### config.mk
export PLATFORM = sky130hd
export DESIGN_NAME = gamepad_serial_responder_core_flat
export DESIGN_NICKNAME = d
export VERILOG_FILES = /design/src/hw/rtl/gsr_pkg.sv /design/src/hw/rtl/gsr_request_if.sv /design/src/hw/rtl/gsr_response_if.sv /design/src/hw/rtl/gamepad_serial_responder_core.sv /design/src/hw/rtl/gsr_port_bank.sv /design/src/hw/rtl/gsr_frame_engine.sv /design/src/flat_wrapper.sv
export VERILOG_INCLUDE_DIRS = /design/src /design/src/hw/rtl
export SDC_FILE = /design/constraint.sdc
export NUM_CORES = 1
export LEC_CHECK = 0
export BUFFER_PORTS_ARGS = -buffer_cell sky130_fd_sc_hd__buf_2
export CAP_MARGIN = 40
export CORE_UTILIZATION = 61
export CTS_CLUSTER_DIAMETER = 100
export DETAILED_ROUTE_END_ITERATION = 12
export PLACE_DENSITY = 0.88
export SYNTH_ARGS = -nofsm -noshare
export SYNTH_HDL_FRONTEND = slang
export SYNTH_SLANG_ARGS = --single-unit
### constraint.sdc
create_clock -name clk -period 6.35 [get_ports clk]
set_input_delay 1.27 -clock clk [delete_from_list [all_inputs] [get_ports clk]]
set_output_delay 1.27 -clock clk [all_outputs]
set_load 0.05 [all_outputs]
### src/hw/rtl/gamepad_serial_responder_core_assert.svh
// Assertion macros shared by the game-pad responder RTL.
// Stand-alone header; no other file is needed.
`ifndef GAMEPAD_SERIAL_RESPONDER_CORE_ASSERT_SVH
`define GAMEPAD_SERIAL_RESPONDER_CORE_ASSERT_SVH

// Same-cycle implication, quiet during reset.
`define GSR_ASSERT_IMPLY(name, clk, rst_n, ante, cons) \
    name: assert property (@(posedge clk) disable iff (!rst_n) (ante) |-> (cons)) \
        else $error("gsr check failed: same-cycle implication");

// Next-cycle implication, quiet during reset.
`define GSR_ASSERT_NEXT(name, clk, rst_n, ante, cons) \
    name: assert property (@(posedge clk) disable iff (!rst_n) (ante) |=> (cons)) \
        else $error("gsr check failed: next-cycle implication");

`endif

### src/hw/rtl/gsr_pkg.sv
// Package for the game-pad serial responder: codes, types and byte tables.
// No dependencies.
`default_nettype none

package gsr_pkg;

    localparam int NUM_PORTS_DEF = 2;
    localparam int FRAME_BYTES   = 8;
    localparam int SHORT_FRAME   = FRAME_BYTES / 2;
    localparam int IDX_W         = $clog2(FRAME_BYTES + 1);

    // Request kinds
    localparam logic [1:0] KIND_INIT     = 2'd0;
    localparam logic [1:0] KIND_START    = 2'd1;
    localparam logic [1:0] KIND_EXCHANGE = 2'd2;

    // Console commands (first byte of a frame)
    localparam logic [7:0] CMD_READ     = 8'h42;
    localparam logic [7:0] CMD_CONFIG   = 8'h43;
    localparam logic [7:0] CMD_SET_MODE = 8'h44;
    localparam logic [7:0] CMD_MODEL    = 8'h45;
    localparam logic [7:0] CMD_ACT      = 8'h46;
    localparam logic [7:0] CMD_COMB     = 8'h47;
    localparam logic [7:0] CMD_QMODE    = 8'h4C;
    localparam logic [7:0] CMD_MAP      = 8'h4D;

    // Response bytes and identities
    localparam logic [7:0] ID_DIGITAL    = 8'h41;
    localparam logic [7:0] ID_ANALOG     = 8'h73;
    localparam logic [7:0] RSP_CONFIG    = 8'hF3;
    localparam logic [7:0] RSP_MARKER    = 8'h5A;
    localparam logic [7:0] RSP_IDLE      = 8'hFF;
    localparam logic [7:0] TYPE_STANDARD = 8'h04;
    localparam logic [7:0] TYPE_ANALOG   = 8'h07;

    typedef enum logic [2:0] {
        SRC_PAR,
        SRC_ZERO,
        SRC_MODEL,
        SRC_ACT,
        SRC_COMB,
        SRC_QMODE,
        SRC_TOGGLE
    } frame_src_t;

    typedef struct packed {
        logic [1:0]  kind;
        logic        port;
        logic        is_analog_pad;
        logic [15:0] buttons;
        logic [7:0]  right_x;
        logic [7:0]  right_y;
        logic [7:0]  left_x;
        logic [7:0]  left_y;
        logic [7:0]  tx_byte;
    } item_t;

    // Persistent state of one controller port
    typedef struct packed {
        logic [7:0]      mode;
        logic [7:0]      ident;
        logic            cfg_active;
        logic [1:0][3:0] slot;
        logic [1:0][7:0] level;
        logic            act_alt;
        logic [7:0]      mtype;
        logic [5:0]      toggle;
    } port_state_t;

    // Write requests from the frame engine to one port bank
    typedef struct packed {
        logic       mode_we;
        logic [7:0] mode_val;
        logic       ident_we;
        logic [7:0] ident_val;
        logic       cfg_we;
        logic       cfg_val;
        logic       act_we;
        logic       act_alt;
        logic       mtype_we;
        logic [7:0] mtype_val;
        logic [1:0] level_we;
        logic [7:0] level_val;
        logic       slot_we;
        logic       slot_sel;
        logic [3:0] slot_val;
        logic [5:0] toggle_clr;
    } port_upd_t;

    function automatic logic [7:0] comb_byte(input logic [2:0] b);
        logic [7:0] v;
        case (b)
            3'd0:    v = 8'hFF;
            3'd1:    v = 8'h5A;
            3'd4:    v = 8'h02;
            3'd6:    v = 8'h01;
            default: v = 8'h00;
        endcase
        return v;
    endfunction

    function automatic logic [7:0] model_byte(input logic [2:0] b, input logic [7:0] snap);
        logic [7:0] v;
        case (b)
            3'd2:    v = 8'h01;
            3'd3:    v = 8'h02;
            3'd4:    v = snap;
            3'd5:    v = 8'h02;
            3'd6:    v = 8'h01;
            default: v = 8'h00;
        endcase
        return v;
    endfunction

    // Actuator tail: alt 0 reads 02 00 0A, alt 1 reads 01 01 14
    function automatic logic [7:0] act_tail_byte(input logic alt, input logic [1:0] sel);
        logic [7:0] v;
        case (sel)
            2'd0:    v = alt ? 8'h01 : 8'h02;
            2'd1:    v = alt ? 8'h01 : 8'h00;
            2'd2:    v = alt ? 8'h14 : 8'h0A;
            default: v = 8'h00;
        endcase
        return v;
    endfunction

    // Motor level class of a mapped byte position: (b - 1) / 2
    function automatic logic [1:0] map_level(input logic [2:0] b);
        logic [1:0] v;
        case (b)
            3'd3, 3'd4: v = 2'd1;
            3'd5, 3'd6: v = 2'd2;
            3'd7:       v = 2'd3;
            default:    v = 2'd0;
        endcase
        return v;
    endfunction

endpackage

`default_nettype wire

### src/hw/rtl/gsr_request_if.sv
// Request channel of the game-pad responder: valid/ready plus item fields.
// No dependencies.
`default_nettype none

interface gsr_request_if;
    logic        valid;
    logic        ready;
    logic [1:0]  kind;
    logic        port;
    logic        is_analog_pad;
    logic [15:0] buttons;
    logic [7:0]  right_x;
    logic [7:0]  right_y;
    logic [7:0]  left_x;
    logic [7:0]  left_y;
    logic [7:0]  tx_byte;

    modport source (
        output valid, kind, port, is_analog_pad, buttons,
               right_x, right_y, left_x, left_y, tx_byte,
        input  ready
    );
    modport sink (
        input  valid, kind, port, is_analog_pad, buttons,
               right_x, right_y, left_x, left_y, tx_byte,
        output ready
    );
endinterface

`default_nettype wire

### src/hw/rtl/gsr_response_if.sv
// Response channel of the game-pad responder: valid/ready plus result fields.
// No dependencies.
`default_nettype none

interface gsr_response_if;
    logic       valid;
    logic       ready;
    logic [7:0] rx_byte;
    logic       vibrate_event;
    logic [7:0] motor_small;
    logic [7:0] motor_large;

    modport source (
        output valid, rx_byte, vibrate_event, motor_small, motor_large,
        input  ready
    );
    modport sink (
        input  valid, rx_byte, vibrate_event, motor_small, motor_large,
        output ready
    );
endinterface

`default_nettype wire

### src/hw/rtl/gamepad_serial_responder_core.sv
// Top level of the dual-port game-pad serial responder.
// Depends on gsr_pkg, gsr_request_if, gsr_response_if, gsr_port_bank,
// gsr_frame_engine and gamepad_serial_responder_core_assert.svh.
`default_nettype none
`include "gamepad_serial_responder_core_assert.svh"

// Controller side of a game-pad serial link serving up to two ports. Each
// request is one of: init a port (sets its ident and mode from the pad type),
// start a poll (selects the active port, rewinds the byte index and latches
// buttons and sticks), or exchange one byte (returns the pad's reply byte and
// updates the port tables). Every request yields exactly one response carrying
// the reply byte, a vibrate flag and the two motor levels of the active port
// after the request. Timing: a request is taken into an input register, its
// whole update runs through one pass of logic, and the response is then
// registered in the output register. A request may be taken every cycle while
// the response side keeps up; the per-request read-modify-write of the port
// tables completes in that one pass. A request waiting in the input register
// moves on as soon as the output register is free or being emptied. All
// tables sit in flip-flops and are set to their start values by reset at once,
// so the block is ready as soon as reset is released. The vibration enable
// register may only be written while no request is in flight.
module gamepad_serial_responder_core #(
    parameter int NUM_PORTS = gsr_pkg::NUM_PORTS_DEF
) (
    input  wire logic       clk,
    input  wire logic       rst_n,
    gsr_request_if.sink     request,
    gsr_response_if.source  response,
    input  wire logic       cfg_write_en,
    input  wire logic       cfg_write_data
);

    localparam int PORT_W = (NUM_PORTS > 1) ? $clog2(NUM_PORTS) : 1;

    // Configuration: vibration enable, set at reset
    logic vib_en_reg;

    always_ff @(posedge clk or negedge rst_n)
    begin
        if (!rst_n)
        begin
            vib_en_reg <= 1'b1;
        end
        else if (cfg_write_en)
        begin
            vib_en_reg <= cfg_write_data;
        end
    end

    // Input register: hold the accepted request until the output side frees
    logic           s1_valid_reg;
    gsr_pkg::item_t s1_item_reg;
    logic           out_valid_reg;
    logic           advance;

    assign advance       = s1_valid_reg && (!out_valid_reg || response.ready);
    assign request.ready = !s1_valid_reg || advance;

    always_ff @(posedge clk or negedge rst_n)
    begin
        if (!rst_n)
        begin
            s1_valid_reg <= 1'b0;
        end
        else if (request.ready)
        begin
            s1_valid_reg <= request.valid;
        end
    end

    always_ff @(posedge clk)
    begin
        if (request.valid && request.ready)
        begin
            s1_item_reg.kind          <= request.kind;
            s1_item_reg.port          <= request.port;
            s1_item_reg.is_analog_pad <= request.is_analog_pad;
            s1_item_reg.buttons       <= request.buttons;
            s1_item_reg.right_x       <= request.right_x;
            s1_item_reg.right_y       <= request.right_y;
            s1_item_reg.left_x        <= request.left_x;
            s1_item_reg.left_y        <= request.left_y;
            s1_item_reg.tx_byte       <= request.tx_byte;
        end
    end

    // Frame engine: decode the request and raise writes to one port bank
    logic [PORT_W-1:0]    active_port;
    logic [PORT_W-1:0]    next_port;
    logic [PORT_W-1:0]    upd_port;
    gsr_pkg::port_upd_t   upd;
    logic                 upd_we;
    logic [7:0]           rx_byte;
    logic                 vibrate_event;
    gsr_pkg::port_state_t act_state;

    gsr_frame_engine #(
        .NUM_PORTS (NUM_PORTS)
    ) u_engine (
        .clk           (clk),
        .rst_n         (rst_n),
        .fire          (advance),
        .item          (s1_item_reg),
        .vib_en        (vib_en_reg),
        .act_state     (act_state),
        .active_port   (active_port),
        .next_port     (next_port),
        .upd_port      (upd_port),
        .upd           (upd),
        .upd_we        (upd_we),
        .rx_byte       (rx_byte),
        .vibrate_event (vibrate_event)
    );

    // One register bank per port; only the addressed bank takes the write
    gsr_pkg::port_state_t bank_state [NUM_PORTS];
    logic [1:0][7:0]      bank_level_next [NUM_PORTS];

    for (genvar g = 0; g < NUM_PORTS; g++)
    begin : g_port
        gsr_port_bank u_bank (
            .clk        (clk),
            .rst_n      (rst_n),
            .we         (upd_we && (upd_port == PORT_W'(g))),
            .upd        (upd),
            .state      (bank_state[g]),
            .level_next (bank_level_next[g])
        );
    end

    // Select the active port's tables, and the motor levels of the port
    // that is active once this request has been applied
    logic [1:0][7:0] motor_next;

    always_comb
    begin
        act_state  = bank_state[0];
        motor_next = bank_level_next[0];
        for (int i = 0; i < NUM_PORTS; i++)
        begin
            if (active_port == PORT_W'(i))
            begin
                act_state = bank_state[i];
            end
            if (next_port == PORT_W'(i))
            begin
                motor_next = bank_level_next[i];
            end
        end
    end

    // Output register: load on advance, drop once the response is taken
    logic [7:0] rx_byte_reg;
    logic       vibrate_reg;
    logic [7:0] motor_small_reg;
    logic [7:0] motor_large_reg;

    always_ff @(posedge clk or negedge rst_n)
    begin
        if (!rst_n)
        begin
            out_valid_reg <= 1'b0;
        end
        else if (advance)
        begin
            out_valid_reg <= 1'b1;
        end
        else if (response.ready)
        begin
            out_valid_reg <= 1'b0;
        end
    end

    always_ff @(posedge clk)
    begin
        if (advance)
        begin
            rx_byte_reg     <= rx_byte;
            vibrate_reg     <= vibrate_event;
            motor_small_reg <= motor_next[0];
            motor_large_reg <= motor_next[1];
        end
    end

    assign response.valid         = out_valid_reg;
    assign response.rx_byte       = rx_byte_reg;
    assign response.vibrate_event = vibrate_reg;
    assign response.motor_small   = motor_small_reg;
    assign response.motor_large   = motor_large_reg;

    // A vibrate flag can only leave while vibration is enabled
    `GSR_ASSERT_IMPLY(a_event_needs_enable, clk, rst_n, response.valid && response.vibrate_event, vib_en_reg)
    // Init and start requests, and unused kinds, answer with the idle byte
    `GSR_ASSERT_NEXT(a_idle_reply, clk, rst_n, advance && (s1_item_reg.kind != gsr_pkg::KIND_EXCHANGE), response.valid && (response.rx_byte == gsr_pkg::RSP_IDLE) && !response.vibrate_event)
    // An accepted request always occupies the input register next cycle
    `GSR_ASSERT_NEXT(a_capture, clk, rst_n, request.valid && request.ready, s1_valid_reg)

endmodule

`default_nettype wire

### src/hw/rtl/gsr_port_bank.sv
// Register bank of one controller port: mode, ident, motors and tables.
// Depends on gsr_pkg.
`default_nettype none

module gsr_port_bank (
    input  wire logic                    clk,
    input  wire logic                    rst_n,
    input  wire logic                    we,
    input  wire gsr_pkg::port_upd_t      upd,
    output gsr_pkg::port_state_t         state,
    output logic [1:0][7:0]              level_next
);

    logic [7:0]      mode_reg;
    logic [7:0]      ident_reg;
    logic            cfg_active_reg;
    logic [1:0][3:0] slot_reg;
    logic [1:0][7:0] level_reg;
    logic            act_alt_reg;
    logic [7:0]      mtype_reg;
    logic [5:0]      toggle_reg;

    always_comb
    begin
        for (int i = 0; i < 2; i++)
        begin
            level_next[i] = (we && upd.level_we[i]) ? upd.level_val : level_reg[i];
        end
    end

    always_ff @(posedge clk or negedge rst_n)
    begin
        if (!rst_n)
        begin
            mode_reg       <= '0;
            ident_reg      <= gsr_pkg::ID_DIGITAL;
            cfg_active_reg <= 1'b0;
            slot_reg       <= '0;
            level_reg      <= '0;
            act_alt_reg    <= 1'b0;
            mtype_reg      <= '0;
            toggle_reg     <= '1;
        end
        else if (we)
        begin
            if (upd.mode_we)
            begin
                mode_reg <= upd.mode_val;
            end
            if (upd.ident_we)
            begin
                ident_reg <= upd.ident_val;
            end
            if (upd.cfg_we)
            begin
                cfg_active_reg <= upd.cfg_val;
            end
            if (upd.act_we)
            begin
                act_alt_reg <= upd.act_alt;
            end
            if (upd.mtype_we)
            begin
                mtype_reg <= upd.mtype_val;
            end
            if (upd.slot_we)
            begin
                slot_reg[upd.slot_sel] <= upd.slot_val;
            end
            level_reg  <= level_next;
            toggle_reg <= toggle_reg & ~upd.toggle_clr;
        end
    end

    always_comb
    begin
        state.mode       = mode_reg;
        state.ident      = ident_reg;
        state.cfg_active = cfg_active_reg;
        state.slot       = slot_reg;
        state.level      = level_reg;
        state.act_alt    = act_alt_reg;
        state.mtype      = mtype_reg;
        state.toggle     = toggle_reg;
    end

endmodule

`default_nettype wire

### src/hw/rtl/gsr_frame_engine.sv
// Frame sequencer: byte index, command decode, latched pad data, response byte
// and write requests to the port banks. Depends on gsr_pkg.
`default_nettype none

module gsr_frame_engine #(
    parameter int NUM_PORTS = gsr_pkg::NUM_PORTS_DEF
) (
    input  wire logic                    clk,
    input  wire logic                    rst_n,
    input  wire logic                    fire,
    input  wire gsr_pkg::item_t          item,
    input  wire logic                    vib_en,
    input  wire gsr_pkg::port_state_t    act_state,
    output logic [((NUM_PORTS > 1) ? $clog2(NUM_PORTS) : 1)-1:0] active_port,
    output logic [((NUM_PORTS > 1) ? $clog2(NUM_PORTS) : 1)-1:0] next_port,
    output logic [((NUM_PORTS > 1) ? $clog2(NUM_PORTS) : 1)-1:0] upd_port,
    output gsr_pkg::port_upd_t           upd,
    output logic                         upd_we,
    output logic [7:0]                   rx_byte,
    output logic                         vibrate_event
);

    localparam int PORT_W = (NUM_PORTS > 1) ? $clog2(NUM_PORTS) : 1;
    localparam int IDX_W  = gsr_pkg::IDX_W;

    logic [PORT_W-1:0]   active_port_reg, active_port_next;
    logic [IDX_W-1:0]    idx_reg, idx_next;
    logic [7:0]          cmd_reg, cmd_next;
    logic                frame_long_reg, frame_long_next;
    gsr_pkg::frame_src_t src_reg, src_next;
    logic [7:0]          snap_reg, snap_next;
    logic [15:0]         buttons_reg, buttons_next;
    logic [7:0]          rx_reg, rx_next;
    logic [7:0]          ry_reg, ry_next;
    logic [7:0]          lx_reg, lx_next;
    logic [7:0]          ly_reg, ly_next;
    logic                analog_reg, analog_next;

    always_comb
    begin
        logic [PORT_W-1:0] port_sel;
        logic [7:0]        cmd_new;
        logic [2:0]        b;
        logic [2:0]        tidx;
        logic [IDX_W-1:0]  frame_len;
        logic [1:0]        lvl;
        logic              hit;

        port_sel  = (int'(item.port) < NUM_PORTS) ? PORT_W'(item.port) : '0;
        cmd_new   = item.is_analog_pad ? item.tx_byte : gsr_pkg::CMD_READ;
        cmd_new   = analog_reg ? item.tx_byte : gsr_pkg::CMD_READ;
        b         = idx_reg[2:0];
        tidx      = b - 3'd2;
        frame_len = frame_long_reg ? IDX_W'(gsr_pkg::FRAME_BYTES)
                                   : IDX_W'(gsr_pkg::SHORT_FRAME);
        lvl       = gsr_pkg::map_level(b);
        hit       = (act_state.slot[0] == {1'b0, b}) || (act_state.slot[1] == {1'b0, b});

        active_port_next = active_port_reg;
        idx_next         = idx_reg;
        cmd_next         = cmd_reg;
        frame_long_next  = frame_long_reg;
        src_next         = src_reg;
        snap_next        = snap_reg;
        buttons_next     = buttons_reg;
        rx_next          = rx_reg;
        ry_next          = ry_reg;
        lx_next          = lx_reg;
        ly_next          = ly_reg;
        analog_next      = analog_reg;

        upd           = '0;
        upd_port      = active_port_reg;
        rx_byte       = gsr_pkg::RSP_IDLE;
        vibrate_event = 1'b0;

        case (item.kind)
            gsr_pkg::KIND_INIT:
            begin
                upd_port      = port_sel;
                upd.mode_we   = 1'b1;
                upd.mode_val  = {7'd0, item.is_analog_pad};
                upd.ident_we  = 1'b1;
                upd.ident_val = item.is_analog_pad ? gsr_pkg::ID_ANALOG : gsr_pkg::ID_DIGITAL;
            end
            gsr_pkg::KIND_START:
            begin
                active_port_next = port_sel;
                idx_next         = '0;
                buttons_next     = item.buttons;
                rx_next          = item.right_x;
                ry_next          = item.right_y;
                lx_next          = item.left_x;
                ly_next          = item.left_y;
                analog_next      = item.is_analog_pad;
            end
            gsr_pkg::KIND_EXCHANGE:
            begin
                if (idx_reg == '0)
                begin
                    // Open a frame: the command byte picks the source of the reply
                    cmd_next        = cmd_new;
                    idx_next        = IDX_W'(1);
                    frame_long_next = 1'b1;
                    rx_byte         = gsr_pkg::RSP_CONFIG;
                    src_next        = gsr_pkg::SRC_PAR;
                    case (cmd_new)
                        gsr_pkg::CMD_SET_MODE: src_next = gsr_pkg::SRC_ZERO;
                        gsr_pkg::CMD_MODEL:
                        begin
                            src_next  = gsr_pkg::SRC_MODEL;
                            snap_next = act_state.mode;
                        end
                        gsr_pkg::CMD_ACT:      src_next = gsr_pkg::SRC_ACT;
                        gsr_pkg::CMD_COMB:     src_next = gsr_pkg::SRC_COMB;
                        gsr_pkg::CMD_QMODE:    src_next = gsr_pkg::SRC_QMODE;
                        gsr_pkg::CMD_MAP:      src_next = gsr_pkg::SRC_TOGGLE;
                        default:               src_next = gsr_pkg::SRC_PAR;
                    endcase
                    if (cmd_new == gsr_pkg::CMD_CONFIG && act_state.cfg_active)
                    begin
                        src_next = gsr_pkg::SRC_ZERO;
                    end
                    if (src_next == gsr_pkg::SRC_PAR)
                    begin
                        frame_long_next = (act_state.mode == 8'd1);
                        rx_byte         = act_state.ident;
                    end
                end
                else if (idx_reg < frame_len)
                begin
                    idx_next = idx_reg + IDX_W'(1);

                    if (b == 3'd2)
                    begin
                        case (cmd_reg)
                            gsr_pkg::CMD_CONFIG:
                            begin
                                upd.cfg_we  = 1'b1;
                                upd.cfg_val = |item.tx_byte;
                            end
                            gsr_pkg::CMD_SET_MODE:
                            begin
                                upd.mode_we   = 1'b1;
                                upd.mode_val  = item.tx_byte;
                                upd.ident_we  = 1'b1;
                                upd.ident_val = (|item.tx_byte) ? gsr_pkg::ID_ANALOG
                                                                : gsr_pkg::ID_DIGITAL;
                            end
                            gsr_pkg::CMD_ACT:
                            begin
                                upd.act_we  = (item.tx_byte < 8'd2);
                                upd.act_alt = item.tx_byte[0];
                            end
                            gsr_pkg::CMD_QMODE:
                            begin
                                upd.mtype_we  = (item.tx_byte < 8'd2);
                                upd.mtype_val = item.tx_byte[0] ? gsr_pkg::TYPE_ANALOG
                                                                : gsr_pkg::TYPE_STANDARD;
                            end
                            default: ;
                        endcase
                    end

                    if (analog_reg && b >= 3'd2)
                    begin
                        case (cmd_reg)
                            gsr_pkg::CMD_READ:
                            begin
                                for (int i = 0; i < 2; i++)
                                begin
                                    upd.level_we[i] = (act_state.slot[i] == {1'b0, b})
                                                   && (act_state.level[i] != item.tx_byte);
                                end
                                upd.level_val = item.tx_byte;
                                vibrate_event = (|upd.level_we) && vib_en;
                            end
                            gsr_pkg::CMD_MAP:
                            begin
                                upd.toggle_clr[tidx] = hit;
                                if (item.tx_byte < 8'd2)
                                begin
                                    upd.slot_we  = 1'b1;
                                    upd.slot_sel = item.tx_byte[0];
                                    upd.slot_val = {1'b0, b};
                                    if (act_state.ident[3:0] < {2'b00, lvl})
                                    begin
                                        upd.ident_we  = 1'b1;
                                        upd.ident_val = {act_state.ident[7:4], 2'b00, lvl};
                                    end
                                end
                            end
                            default: ;
                        endcase
                    end

                    if (b == 3'd1)
                    begin
                        rx_byte = gsr_pkg::RSP_MARKER;
                    end
                    else
                    begin
                        case (src_reg)
                            gsr_pkg::SRC_PAR:
                            begin
                                case (b)
                                    3'd2:    rx_byte = buttons_reg[7:0];
                                    3'd3:    rx_byte = buttons_reg[15:8];
                                    3'd4:    rx_byte = rx_reg;
                                    3'd5:    rx_byte = ry_reg;
                                    3'd6:    rx_byte = lx_reg;
                                    default: rx_byte = ly_reg;
                                endcase
                            end
                            gsr_pkg::SRC_MODEL:
                                rx_byte = gsr_pkg::model_byte(b, snap_reg);
                            gsr_pkg::SRC_ACT:
                            begin
                                if (b == 3'd4)
                                begin
                                    rx_byte = 8'h01;
                                end
                                else if (b >= 3'd5)
                                begin
                                    rx_byte = gsr_pkg::act_tail_byte(act_state.act_alt,
                                                                     2'(b - 3'd5));
                                end
                                else
                                begin
                                    rx_byte = 8'h00;
                                end
                            end
                            gsr_pkg::SRC_COMB:
                                rx_byte = gsr_pkg::comb_byte(b);
                            gsr_pkg::SRC_QMODE:
                                rx_byte = (b == 3'd5) ? act_state.mtype : 8'h00;
                            gsr_pkg::SRC_TOGGLE:
                                rx_byte = (act_state.toggle[tidx] && !upd.toggle_clr[tidx])
                                        ? 8'hFF : 8'h00;
                            default:
                                rx_byte = 8'h00;
                        endcase
                    end
                end
            end
            default: ;
        endcase

        upd_we = fire;
    end

    always_ff @(posedge clk or negedge rst_n)
    begin
        if (!rst_n)
        begin
            active_port_reg <= '0;
            idx_reg         <= '0;
            cmd_reg         <= '0;
            frame_long_reg  <= 1'b0;
            src_reg         <= gsr_pkg::SRC_PAR;
            snap_reg        <= '0;
            buttons_reg     <= '0;
            rx_reg          <= '0;
            ry_reg          <= '0;
            lx_reg          <= '0;
            ly_reg          <= '0;
            analog_reg      <= 1'b0;
        end
        else if (fire)
        begin
            active_port_reg <= active_port_next;
            idx_reg         <= idx_next;
            cmd_reg         <= cmd_next;
            frame_long_reg  <= frame_long_next;
            src_reg         <= src_next;
            snap_reg        <= snap_next;
            buttons_reg     <= buttons_next;
            rx_reg          <= rx_next;
            ry_reg          <= ry_next;
            lx_reg          <= lx_next;
            ly_reg          <= ly_next;
            analog_reg      <= analog_next;
        end
    end

    assign active_port = active_port_reg;
    assign next_port   = active_port_next;

endmodule

`default_nettype wire
### src/flat_wrapper.sv
// flat-port wrapper written by rule: the top's interface ports become plain ports
module gamepad_serial_responder_core_flat 
#(
    parameter int NUM_PORTS = gsr_pkg::NUM_PORTS_DEF
)
  (clk, rst_n, cfg_write_en, cfg_write_data, request_valid, request_kind, request_port, request_is_analog_pad, request_buttons, request_right_x, request_right_y, request_left_x, request_left_y, request_tx_byte, request_ready, response_valid, response_rx_byte, response_vibrate_event, response_motor_small, response_motor_large, response_ready);
  gsr_request_if request_i ();
  gsr_response_if response_i ();
  input  wire logic clk;
  input  wire logic rst_n;
  input  wire logic cfg_write_en;
  input  wire logic cfg_write_data;
  input wire logic [$bits(request_i.valid)-1:0] request_valid;
  input wire logic [$bits(request_i.kind)-1:0] request_kind;
  input wire logic [$bits(request_i.port)-1:0] request_port;
  input wire logic [$bits(request_i.is_analog_pad)-1:0] request_is_analog_pad;
  input wire logic [$bits(request_i.buttons)-1:0] request_buttons;
  input wire logic [$bits(request_i.right_x)-1:0] request_right_x;
  input wire logic [$bits(request_i.right_y)-1:0] request_right_y;
  input wire logic [$bits(request_i.left_x)-1:0] request_left_x;
  input wire logic [$bits(request_i.left_y)-1:0] request_left_y;
  input wire logic [$bits(request_i.tx_byte)-1:0] request_tx_byte;
  output wire logic [$bits(request_i.ready)-1:0] request_ready;
  output wire logic [$bits(response_i.valid)-1:0] response_valid;
  output wire logic [$bits(response_i.rx_byte)-1:0] response_rx_byte;
  output wire logic [$bits(response_i.vibrate_event)-1:0] response_vibrate_event;
  output wire logic [$bits(response_i.motor_small)-1:0] response_motor_small;
  output wire logic [$bits(response_i.motor_large)-1:0] response_motor_large;
  input wire logic [$bits(response_i.ready)-1:0] response_ready;
  assign request_i.valid = request_valid;
  assign request_i.kind = request_kind;
  assign request_i.port = request_port;
  assign request_i.is_analog_pad = request_is_analog_pad;
  assign request_i.buttons = request_buttons;
  assign request_i.right_x = request_right_x;
  assign request_i.right_y = request_right_y;
  assign request_i.left_x = request_left_x;
  assign request_i.left_y = request_left_y;
  assign request_i.tx_byte = request_tx_byte;
  assign request_ready = request_i.ready;
  assign response_valid = response_i.valid;
  assign response_rx_byte = response_i.rx_byte;
  assign response_vibrate_event = response_i.vibrate_event;
  assign response_motor_small = response_i.motor_small;
  assign response_motor_large = response_i.motor_large;
  assign response_i.ready = response_ready;
  gamepad_serial_responder_core #(.NUM_PORTS(NUM_PORTS)) u_core (.clk(clk), .rst_n(rst_n), .request(request_i), .response(response_i), .cfg_write_en(cfg_write_en), .cfg_write_data(cfg_write_data));
endmodule
# After elaboration in Yosys (flattened, before gate mapping)
# Cells that the tools add are included.
# totals
reg_bits	274
in_bits	66
out_inout_bits	27
word_cells	227
# classes
n_reduce_logical	53
eq_ne	35
n_lt_le_gt_ge	9
addsub	3
n_bitwise	9
muxes	70
# op_table
cell	count
2-to-1 mux 53 bit	2
== test 8 x 7 -> 1 bit, second input constant	13
2-to-1 mux 8 bit	13
2-to-1 mux 22 bit	4
2-to-1 mux 56 bit	1
one-hot mux 8 bit (3 select lines)	2
one-hot mux 8 bit (6 select lines)	1
2-to-1 mux 9 bit	5
one-hot mux 8 bit (5 select lines)	1
one-hot mux 18 bit (2 select lines)	1
2-to-1 mux 35 bit	1
2-to-1 mux 31 bit	1
AND reduction 2 bit	13
== test 3 bit, second input constant	7
AND 6 bit	3
2-to-1 mux 18 bit	1
2-to-1 mux 6 bit	3
one-hot mux 3 bit (6 select lines)	1
bitwise mux 8 bit	2
logical AND 1 bit	16
2-to-1 mux 16 bit	1
2-to-1 mux 4 bit	4
!= test 8 bit	2
one-hot mux 5 bit (3 select lines)	1
43 further kinds	80

# Logic depth before layout (Yosys ltp)
# Gate-level depths: netlist of run 1.
# logic_depth
ltp_word	20
depth_mapped	13
mapped_depth_nobuf	11

# Cells and area by module
# From an unflattened synthesis of run 1, not the netlist that was laid out.
# hier_totals
cells_unflattened	975
area_unflattened_um2	13650.6
# by_module_without_submodules
mod	seq_area_each_um2	cells_each	instances	area_each_um2
gsr_port_bank	1411.4	143	2	2487.4
gsr_frame_engine	1851.8	512	1	4939.7
gamepad_serial_responder_core	2628.8	177	1	3736.1

# Least setup slack after synthesis of run 1
# Ideal clock, no wire load.
# synth_path
path_type	input -> register
start	input port response_ready
end	register u_core.u_engine.snap_reg[6]
arrival_ns	3.712
setup_ns	0.077
path_stages	9
required_ns	6.273
path_buffers	2
path_slack_ns	2.560
path_cell_list	nand2b_1 > nand2_1 > inv_1 > clkbuf_1 > nand2_1 > nor4_4 > buf_2 > nor2_1 > a21oi_1
# synth_via
elab_chain_cells	3
# synth_rtl
element	line	text
start: declaration	flat_wrapper.sv:29	input wire logic [$bits(response_i.ready)-1:0] response_ready;
logical OR 1 bit	gamepad_serial_responder_core.sv:56	assign advance = s1_valid_reg && (!out_valid_reg || response.ready);
logical AND 1 bit	gamepad_serial_responder_core.sv:56	
net u_core.advance	gamepad_serial_responder_core.sv:54	logic advance;
AND reduction 4 bit (no line)	n/a	
end signal: assignment	gsr_frame_engine.sv:276	snap_reg <= snap_next;
end: declaration	gsr_frame_engine.sv:31	logic [7:0] snap_reg, snap_next;
# The timed path passes the listed nets, and every way through them passes these cells.
# A chain may end at the register's enable or synchronous reset.

==> impl_results.md, run 1 <==
- Status: finished, final reports clean
- Via count: 8346
- Drt pass-1 iters: 5
- Final Cycle Share: 0.695
- Least-Margin Pin Slew: 0.977 ns
- Port bufs: 92
- Worst path cell trace: inv_1 -> ha_1 -> nor3b_1 -> nor4b_1 -> nand4_1 -> a211o_1 -> o21ai_2 -> o221ai_1
- Antenna Violating Nets Remaining: 0
- Die ar.: 0.0199 sq mm
- Endpoints failing setup: 0
- Post-synth ARST share: 0.665
- Setup_tns: 0 ns
- Largest register FFs: 60
- Core Footprint: 0.0188 sq mm
- First-pass GRT wire length: 43700 microns
- Reg2reg start: u_core.u_engine.idx_reg[0]
- WP data arrival: 4.65 ns
- Tmin final: 4.42 ns
- Drc violations: 0
- Ant. Diodes: 0
- Post-CTS setup buffers: 0
- Final HPWL DP: 18200 microns
- Highest-count cells in the layout ignoring fill and taps: dfrtp_1 (151), mux2_2 (96), buf_2 (91)
- Clk pwr share: 0.324
- Skew final: 0.0141 ns
- Number of global-route vias before repair: 8409
- Worst setup EP type: register
- CP top delay family: simple AND/OR/NAND/NOR gates
- Switch share: 0.306
- Power per cell area: 335 mW/mm^2
- CTS Sinks: 254
- Slew Limit Fails: 0
- Global Route Usage Sum: 0.283
- Synth top area cells: dfrtp_1 (32%), edfxtp_1 (22%), mux2_2 (9.2%), dfstp_2 (3.8%), mux2i_1 (3.2%)
- Drt total wl: 27100 microns
- Clk slew on worst S/H paths: 0.06 ns
- Clk_lat worst skew: 0.53 ns
- P_leak: 5.62 nW
- Count of cell types in the netlist: 77
- Hold Fails Final Rpt: 0
- FP Rows: 50
- Crit path from: u_core.u_engine.idx_reg[0]
- NetSw: 1.37 mW
- EDFF count, synth: 85
- Slew headroom: 0.344
- # H-tree levels: 1
- Maximum vdd drop: 296 uV
- Comb power frac: 0.207
- Initial DRC Count: 721
- FMAX: 0.226 GHz
- Internal Power: 3.09 mW
- Area share of the largest cell type after synthesis: 0.322
- Worst-case clock buffer depth: 3
- Layout cells sized above 1: 0.275
- Gpl congestion: 0.930
- Clock Tree Root: clkbuf_16
- Leading cell type in the layout, fill and taps excluded: dfrtp_1
- Mean Syn Cell Area: 12.3 sq um
- DR WL/cell: 20.5 microns
- Die width: 141 microns
- Max-cap check violation count: 0
- Bufs and invs on worst path: 1
- Largest net degree at the start of global routing: 68
- Post-synthesis sequential area ratio: 0.577
- Mapped Area: 0.0118 sq mm
- Leading area contributor after synthesis: dfrtp_1
- Routed via count divided by cell count: 6.32
- CP startpoint kind: register
- Sequential power share: 0.468
- Initial antenna violation count: 0
- Synth Warn #: 0
- Min-delay src: u_core.g_port[0].u_bank.toggle_reg[2]
- Final net count: 1123
- Slowest-stage cell, CP: dfrtp_1
- Worst path required time: 6.59 ns
- Syn nets: 1039
- Synth-to-layout area growth: 13.0%
- Seq cells post-synth: 254
- CP max stage delay: 0.98 ns
- RSZ-0062 raised after global routing: no
- Hold bufs inserted after CTS: 0
- Post-Syn Instances: 956
- Prevailing post-synth register cell: dfrtp_1
- CTS buffer count: 26
- Kind of critical path: reg -> reg
- PostCTS Resize Cnt: 0
- CP max FO: 30
- TritonCTS clock tree: built
- Die Y-Extent: 141 microns
- Initial Utilization: 0.626
- Hold WC Path Type: reg -> reg
- Fin Hold WS: 0.457 ns
- Aggregate global routing overflow: 0
- # IOs: 93
-- cell families after synthesis --
logic type / count (synthesis) / share of synthesized area
simple gates: 280 / 0.123
flops: 254 / 0.577
compound gates: 174 / 0.107
mux: 142 / 0.132
buf+inv: 66 / 0.0249
xor+xnor: 23 / 0.0183
fa+ha+maj: 17 / 0.0180
-- worst paths after layout --
path / endpoint / slack, ns / depth (start not counted)
max: u_core.response.motor_small[7] / 1.93 / 8
min in group asynchronous: u_core.response.valid / 0.68 / 1
max reg2reg: u_core.response.motor_small[7] / 1.93 / 8
min: u_core.g_port[0].u_bank.toggle_reg[2] / 0.46 / 1
max in group asynchronous: u_core.g_port[1].u_bank.cfg_active_reg / 4.44 / 2
min reg2reg: u_core.g_port[0].u_bank.toggle_reg[2] / 0.46 / 1
-- power groups by stage --
stage	Sequential, mW	Combinational, mW	Clock (mW)
CTS	2.08	0.918	1.47
detailed placement	2.11	0.904	0
global placement	2.10	0.870	0
finish	2.09	0.925	1.45
global route	2.11	0.997	1.53
floorplan	2.09	0.636	0
-- per-layer routing --
layer	track usage	part of all wire
met5	0	0
met4	0.117	0.034
met3	0.0414	0.073
met2	0.481	0.49
met1	0.365	0.40
-- Yosys cell counts (16+ instances only) --
cell and n:
a21oi_1 33, a31oi_1 16, clkbuf_1 35, dfrtp_1 152
dfstp_2 17, edfxtp_1 85, ha_1 17, mux2_2 96
mux2i_1 38, nand2_1 87, nor2_1 54, nor3_1 29
o21ai_0 38, xnor2_1 21
-- area by class of cell --
type | count | area [sq um]
clock buffer | 34 | 712
fill | 1230 | 5500
multi-input combinational | 636 | 4700
timing repair buffer | 105 | 621
sequential | 254 | 6800
tap | 260 | 325
inverter | 17 | 63.8
clock inverter | 14 | 101
-- worst register-to-register path, cell delays in order (launching register included) --
cell and delay, ns:
dfrtp_1 0.98, inv_1 0.40, ha_1 0.45, nor3b_1 0.28, nor4b_1 0.54, nand4_1 0.37, a211o_1 0.51, o21ai_2 0.39
o221ai_1 0.21
-- metrics by stage --
stage / setup WS [ns] / cell area (sq um) / power (mW) / std cells / util
6_report: 1.93 / 13300 / 4.46 / 1320 / 0.708
5_1_grt: 1.68 / 13300 / 4.63 / 1320 / 0.708
4_1_cts: 2.08 / 13300 / 4.47 / 1320 / 0.708
3_5_place_dp: 2.13 / 12500 / 3.01 / 1272 / 0.665
3_3_place_gp: 2.09 / 12400 / 2.97 / 1268 / 0.660
2_1_floorplan: 2.56 / 11800 / 2.73 / 956 / -
No activity file was read; power rests on OpenSTA's default activity.
==> run 2, diff against run 1 <==
ABC_AREA = 1   (was default)
CORE_UTILIZATION = 55   (was 61)
PLACE_DENSITY = 0.84   (was 0.88)
clock period = 3.81 ns   (was 6.35 ns; I/O delays follow)
==> run 2 against run 1 <==
Clock-buffer cell count did not move; sequential power grew 73%; first-iteration DRC count increased by 47%; critical path depth grew 7; fmax rose by 33%; via count rose by 17%; non-clock buffer count rose by 2; worst setup slack got worse by 1.4 ns; design area rose by 4.7%; sequential share of layout area is 2.3 points lower; routed wire length increased by 8.0%; final cell count grew 34%.
==> impl_results.md, run 2 <==
- Internal Power: 5.72 mW (was 3.09 mW)
- Fillers: 1787 (was 1230)
- EDFF count, synth: 85 (unchanged)
- Worst path cell trace: inv_2 -> ha_1 -> nand2_1 -> nand2_1 -> nor2_1 -> ha_1 -> nand2_1 -> nand2_1 -> nor2_2 -> nand3_1 -> nand2_1 -> nand2_2 -> inv_2 -> nand2_1 -> o21ai_1 (was inv_1 -> ha_1 -> nor3b_1 -> nor4b_1 -> nand4_1 -> a211o_1 -> o21ai_2 -> o221ai_1)
- Multi-input gate area: 0.00456 sq mm (was 0.00470 sq mm)
- Max-cap check violation count: 0 (unchanged)
- Drt total wl: 29200 microns (was 27100 microns)
- Mean Syn Cell Area: 8.94 sq um (was 12.3 sq um)
- Drt pass-1 iters: 6 (was 5)
- Final HPWL DP: 20700 microns (was 18200 microns)
- Number of global-route vias before repair: 9386 (was 8409)
- FP Rows: 54 (was 50)
- Core Footprint: 0.0219 sq mm (was 0.0188 sq mm)
- P_leak: 6.64 nW (was 5.62 nW)
- Area share of the largest cell type after synthesis: 0.309 (was 0.322)
- CTS buffer count: 27 (was 26)
- Worst path most repeated cell: nand2_1
- Drc violations: 0 (unchanged)
- M1 WL: 12500 microns (was 10800 microns)
- FMAX: 0.302 GHz (was 0.226 GHz)
- Switch share: 0.357 (was 0.306)
- Aggregate global routing overflow: 0 (unchanged)
- Slew Limit Fails: 0 (unchanged)
- Largest register FFs: 60 (unchanged)
- WP data arrival: 3.78 ns (was 4.65 ns)
- Count of cell types in the netlist: 49 (was 77)
- Initial DRC Count: 1062 (was 721)
- Post-synth ARST share: 0.665 (unchanged)
- Clk slew on worst S/H paths: 0.07 ns (was 0.06 ns)
- Via count: 9766 (was 8346)
- Clock Tree Root: clkbuf_16 (unchanged)
- CP startpoint kind: register (unchanged)
- Largest net degree at the start of global routing: 88 (was 68)
- Most frequent cell after synthesis: nand2_1 (was dfrtp_1)
- Post-CTS setup buffers: 0 (unchanged)
- Slowest-stage cell, CP: dfrtp_1 (unchanged)
- Antenna Violating Nets Remaining: 0 (unchanged)
- Endpoints failing setup: 0 (unchanged)
- Highest-count cells in the layout ignoring fill and taps: nand2_1 (371), inv_1 (171), dfrtp_1 (151) (was dfrtp_1 (151), mux2_2 (96), buf_2 (91))
- Global Route Usage Sum: 0.266 (was 0.283)
- Ant. Diodes: 0 (unchanged)
- Gpl congestion: 0.990 (was 0.930)
- Power per cell area: 637 mW/mm^2 (was 335 mW/mm^2)
- Prevailing post-synth register cell: dfrtp_1 (unchanged)
- Synth Warn #: 0 (unchanged)
- Port bufs: 92 (unchanged)
- Layout cells sized above 1: 0.156 (was 0.275)
- # IOs: 93 (unchanged)
- NetSw: 3.17 mW (was 1.37 mW)
- Post-layout util: 0.637 (was 0.708)
- Die Y-Extent: 152 microns (was 141 microns)
- PostCTS Resize Cnt: 0 (unchanged)
- CP max FO: 23 (was 30)
- First-pass GRT wire length: 47700 microns (was 43700 microns)
- Leading cell type in the layout, fill and taps excluded: nand2_1 (was dfrtp_1)
- Commonest cells in the synthesized netlist: nand2_1 (372), inv_1 (172), dfrtp_1 (152) (was dfrtp_1 (152), mux2_2 (96), nand2_1 (87))
- WL met3: 2150 microns (was 1980 microns)
- Maximum vdd drop: 465 uV (was 296 uV)
- Status: finished, final reports clean (unchanged)
- Final net count: 1555 (was 1123)
- Clk pwr share: 0.300 (was 0.324)
- Slew headroom: 0.420 (was 0.344)
- Least-Margin Pin Slew: 0.867 ns (was 0.977 ns)
- Worst slack, placed: 0.659 ns (was 2.13 ns)
- Clk_lat worst skew: 0.55 ns (was 0.53 ns)
- CP max stage delay: 0.62 ns (was 0.98 ns)
- DR WL/cell: 16.5 microns (was 20.5 microns)
- Synth top area cells: dfrtp_1 (31%), edfxtp_1 (21%), nand2_1 (11%), inv_1 (5.2%), dfstp_2 (3.6%) (was dfrtp_1 (32%), edfxtp_1 (22%), mux2_2 (9.2%), dfstp_2 (3.8%), mux2i_1 (3.2%))
- Die width: 152 microns (was 141 microns)
- Sequential power share: 0.405 (was 0.468)
- Worst path required time: 4.28 ns (was 6.59 ns)
- CP top delay family: simple AND/OR/NAND/NOR gates (unchanged)
- Die ar.: 0.0230 sq mm (was 0.0199 sq mm)
- Syn nets: 1461 (was 1039)
- CTS Sinks: 254 (unchanged)
- Post-synthesis sequential area ratio: 0.552 (was 0.577)
- Seq cells post-synth: 254 (unchanged)
- Worst-case clock buffer depth: 3 (unchanged)
- Setup_tns: 0 ns (unchanged)
- Bufs and invs on worst path: 2 (was 1)
- Hold bufs inserted after CTS: 0 (unchanged)
- Metal2 WL: 13600 microns (was 13400 microns)
- Initial Utilization: 0.563 (was 0.626)
- Final Cycle Share: 0.868 (was 0.695)
- # H-tree levels: 1 (unchanged)
- Slack of the critical path: 0.501 ns (was 1.93 ns)
- Synth-to-layout area growth: 13.3% (was 13.0%)
- RSZ-0062 raised after global routing: no (unchanged)
- Hold Fails Final Rpt: 0 (unchanged)
- Kind of critical path: reg -> reg (unchanged)
- Post-Syn Instances: 1378 (was 956)
- Comb power frac: 0.294 (was 0.207)
- TritonCTS clock tree: built (unchanged)
- Hold WC Path Type: in -> async (was reg -> reg)
- Worst setup EP type: register (unchanged)
- Top Metal Used: met4 (unchanged)
- Mapped Area: 0.0123 sq mm (was 0.0118 sq mm)
- Initial antenna violation count: 0 (unchanged)
- Reg area: 0.00680 sq mm (unchanged)
- Skew final: 0.0244 ns (was 0.0141 ns)
- Tmin final: 3.31 ns (was 4.42 ns)
- FF-to-FF setup slack: 0.50 ns (was 1.93 ns)
- Leading area contributor after synthesis: dfrtp_1 (unchanged)
- Routed via count divided by cell count: 5.51 (was 6.32)
-- run 2: cell count changes after synthesis, moves of 21 or more --
cell / change
a21oi_1: +23
clkbuf_1: -24
inv_1: +157
inv_2: +21
mux2_2: -80
mux2i_1: -28
nand2_1: +285
nand3_1: +69
nand4_1: +40
nor2_1: +26
o21ai_0: +38
o21ai_1: +36
xnor2_1: -21
-- run 2: logic make-up (layout without fill, tap and decap cells) --
| logic type | after synthesis | after routing | share of synthesized area |
|---|---|---|---|
| adders and majority gates | 17 | 17 | 0.0173 |
| muxes | 26 | 26 | 0.0228 |
| and+or+nand+nor | 626 | 626 | 0.229 |
| buffers and inverters | 236 | 351 | 0.0775 |
| DFF | 254 | 254 | 0.552 |
| xor gates and xnor gates | 20 | 20 | 0.0142 |
| AOI/OAI and AO/OA | 199 | 199 | 0.0867 |
-- run 2: through the flow --
stage                     cells  hold slack [ns]  total power, mW  area [sq um]
after global routing       1773            0.351             9.39         14000
after CTS                  1773            0.327             8.89         14000
final                      1773            0.281             8.89         14000
after detailed placement   1723            0.447             6.21         13000
after global placement     1722            0.437             6.15         13000
after floorplan            1378            0.422             5.49         12300
-- run 2: path summary, 6_finish.rpt --
path	cells past startpoint	startpoint	endpoint
worst max-delay path	15	u_core.u_engine.idx_reg[0]	u_core.g_port[0].u_bank.ident_reg[0]
worst min-delay path	1	rst_n	u_core.u_engine.buttons_reg[8]
worst max register to register	15	u_core.u_engine.idx_reg[0]	u_core.g_port[0].u_bank.ident_reg[0]
worst min register to register	2	u_core.g_port[0].u_bank.toggle_reg[2]	u_core.g_port[0].u_bank.toggle_reg[2]
max in group asynchronous	2	rst_n	u_core.g_port[0].u_bank.toggle_reg[1]
min in group clk	1	request_buttons[12]	u_core.s1_item_reg[52]
-- run 2: final cells by class --
cell class / instances / area share
Multi-Input combinational cell: 888 / 0.327
Inverter: 194 / 0.0522
Clock buffer: 34 / 0.0517
Tap cell: 280 / 0.0251
Clock inverter: 16 / 0.0132
Sequential cell: 254 / 0.488
Timing Repair Buffer: 107 / 0.0431
-- run 2: layer usage --
metal  track usage  up-vias
met2         0.432      414
met1         0.370     4570
met4        0.0802        0
met3        0.0416       78
met5             0        -
li1              -     4704
-- run 2: worst reg2reg max path, stage by stage (launching register included) --
cell and delay, ns:
dfrtp_1 0.62, inv_2 0.30, ha_1 0.34, nand2_1 0.22, nand2_1 0.11, nor2_1 0.19
ha_1 0.27, nand2_1 0.12, nand2_1 0.12, nor2_2 0.22, nand3_1 0.15, nand2_1 0.17
nand2_2 0.14, inv_2 0.15, nand2_1 0.06, o21ai_1 0.07
-- run 2: power groups by stage --
| stage | Clock, mW | Combinational (mW) | Sequential [mW] |
|---|---|---|---|
| floorplan | 0 | 1.74 | 3.75 |
| global placement | 0 | 2.52 | 3.63 |
| detailed placement | 0 | 2.56 | 3.65 |
| CTS | 2.70 | 2.59 | 3.60 |
| global route | 2.81 | 2.93 | 3.65 |
| finish | 2.67 | 2.62 | 3.61 |
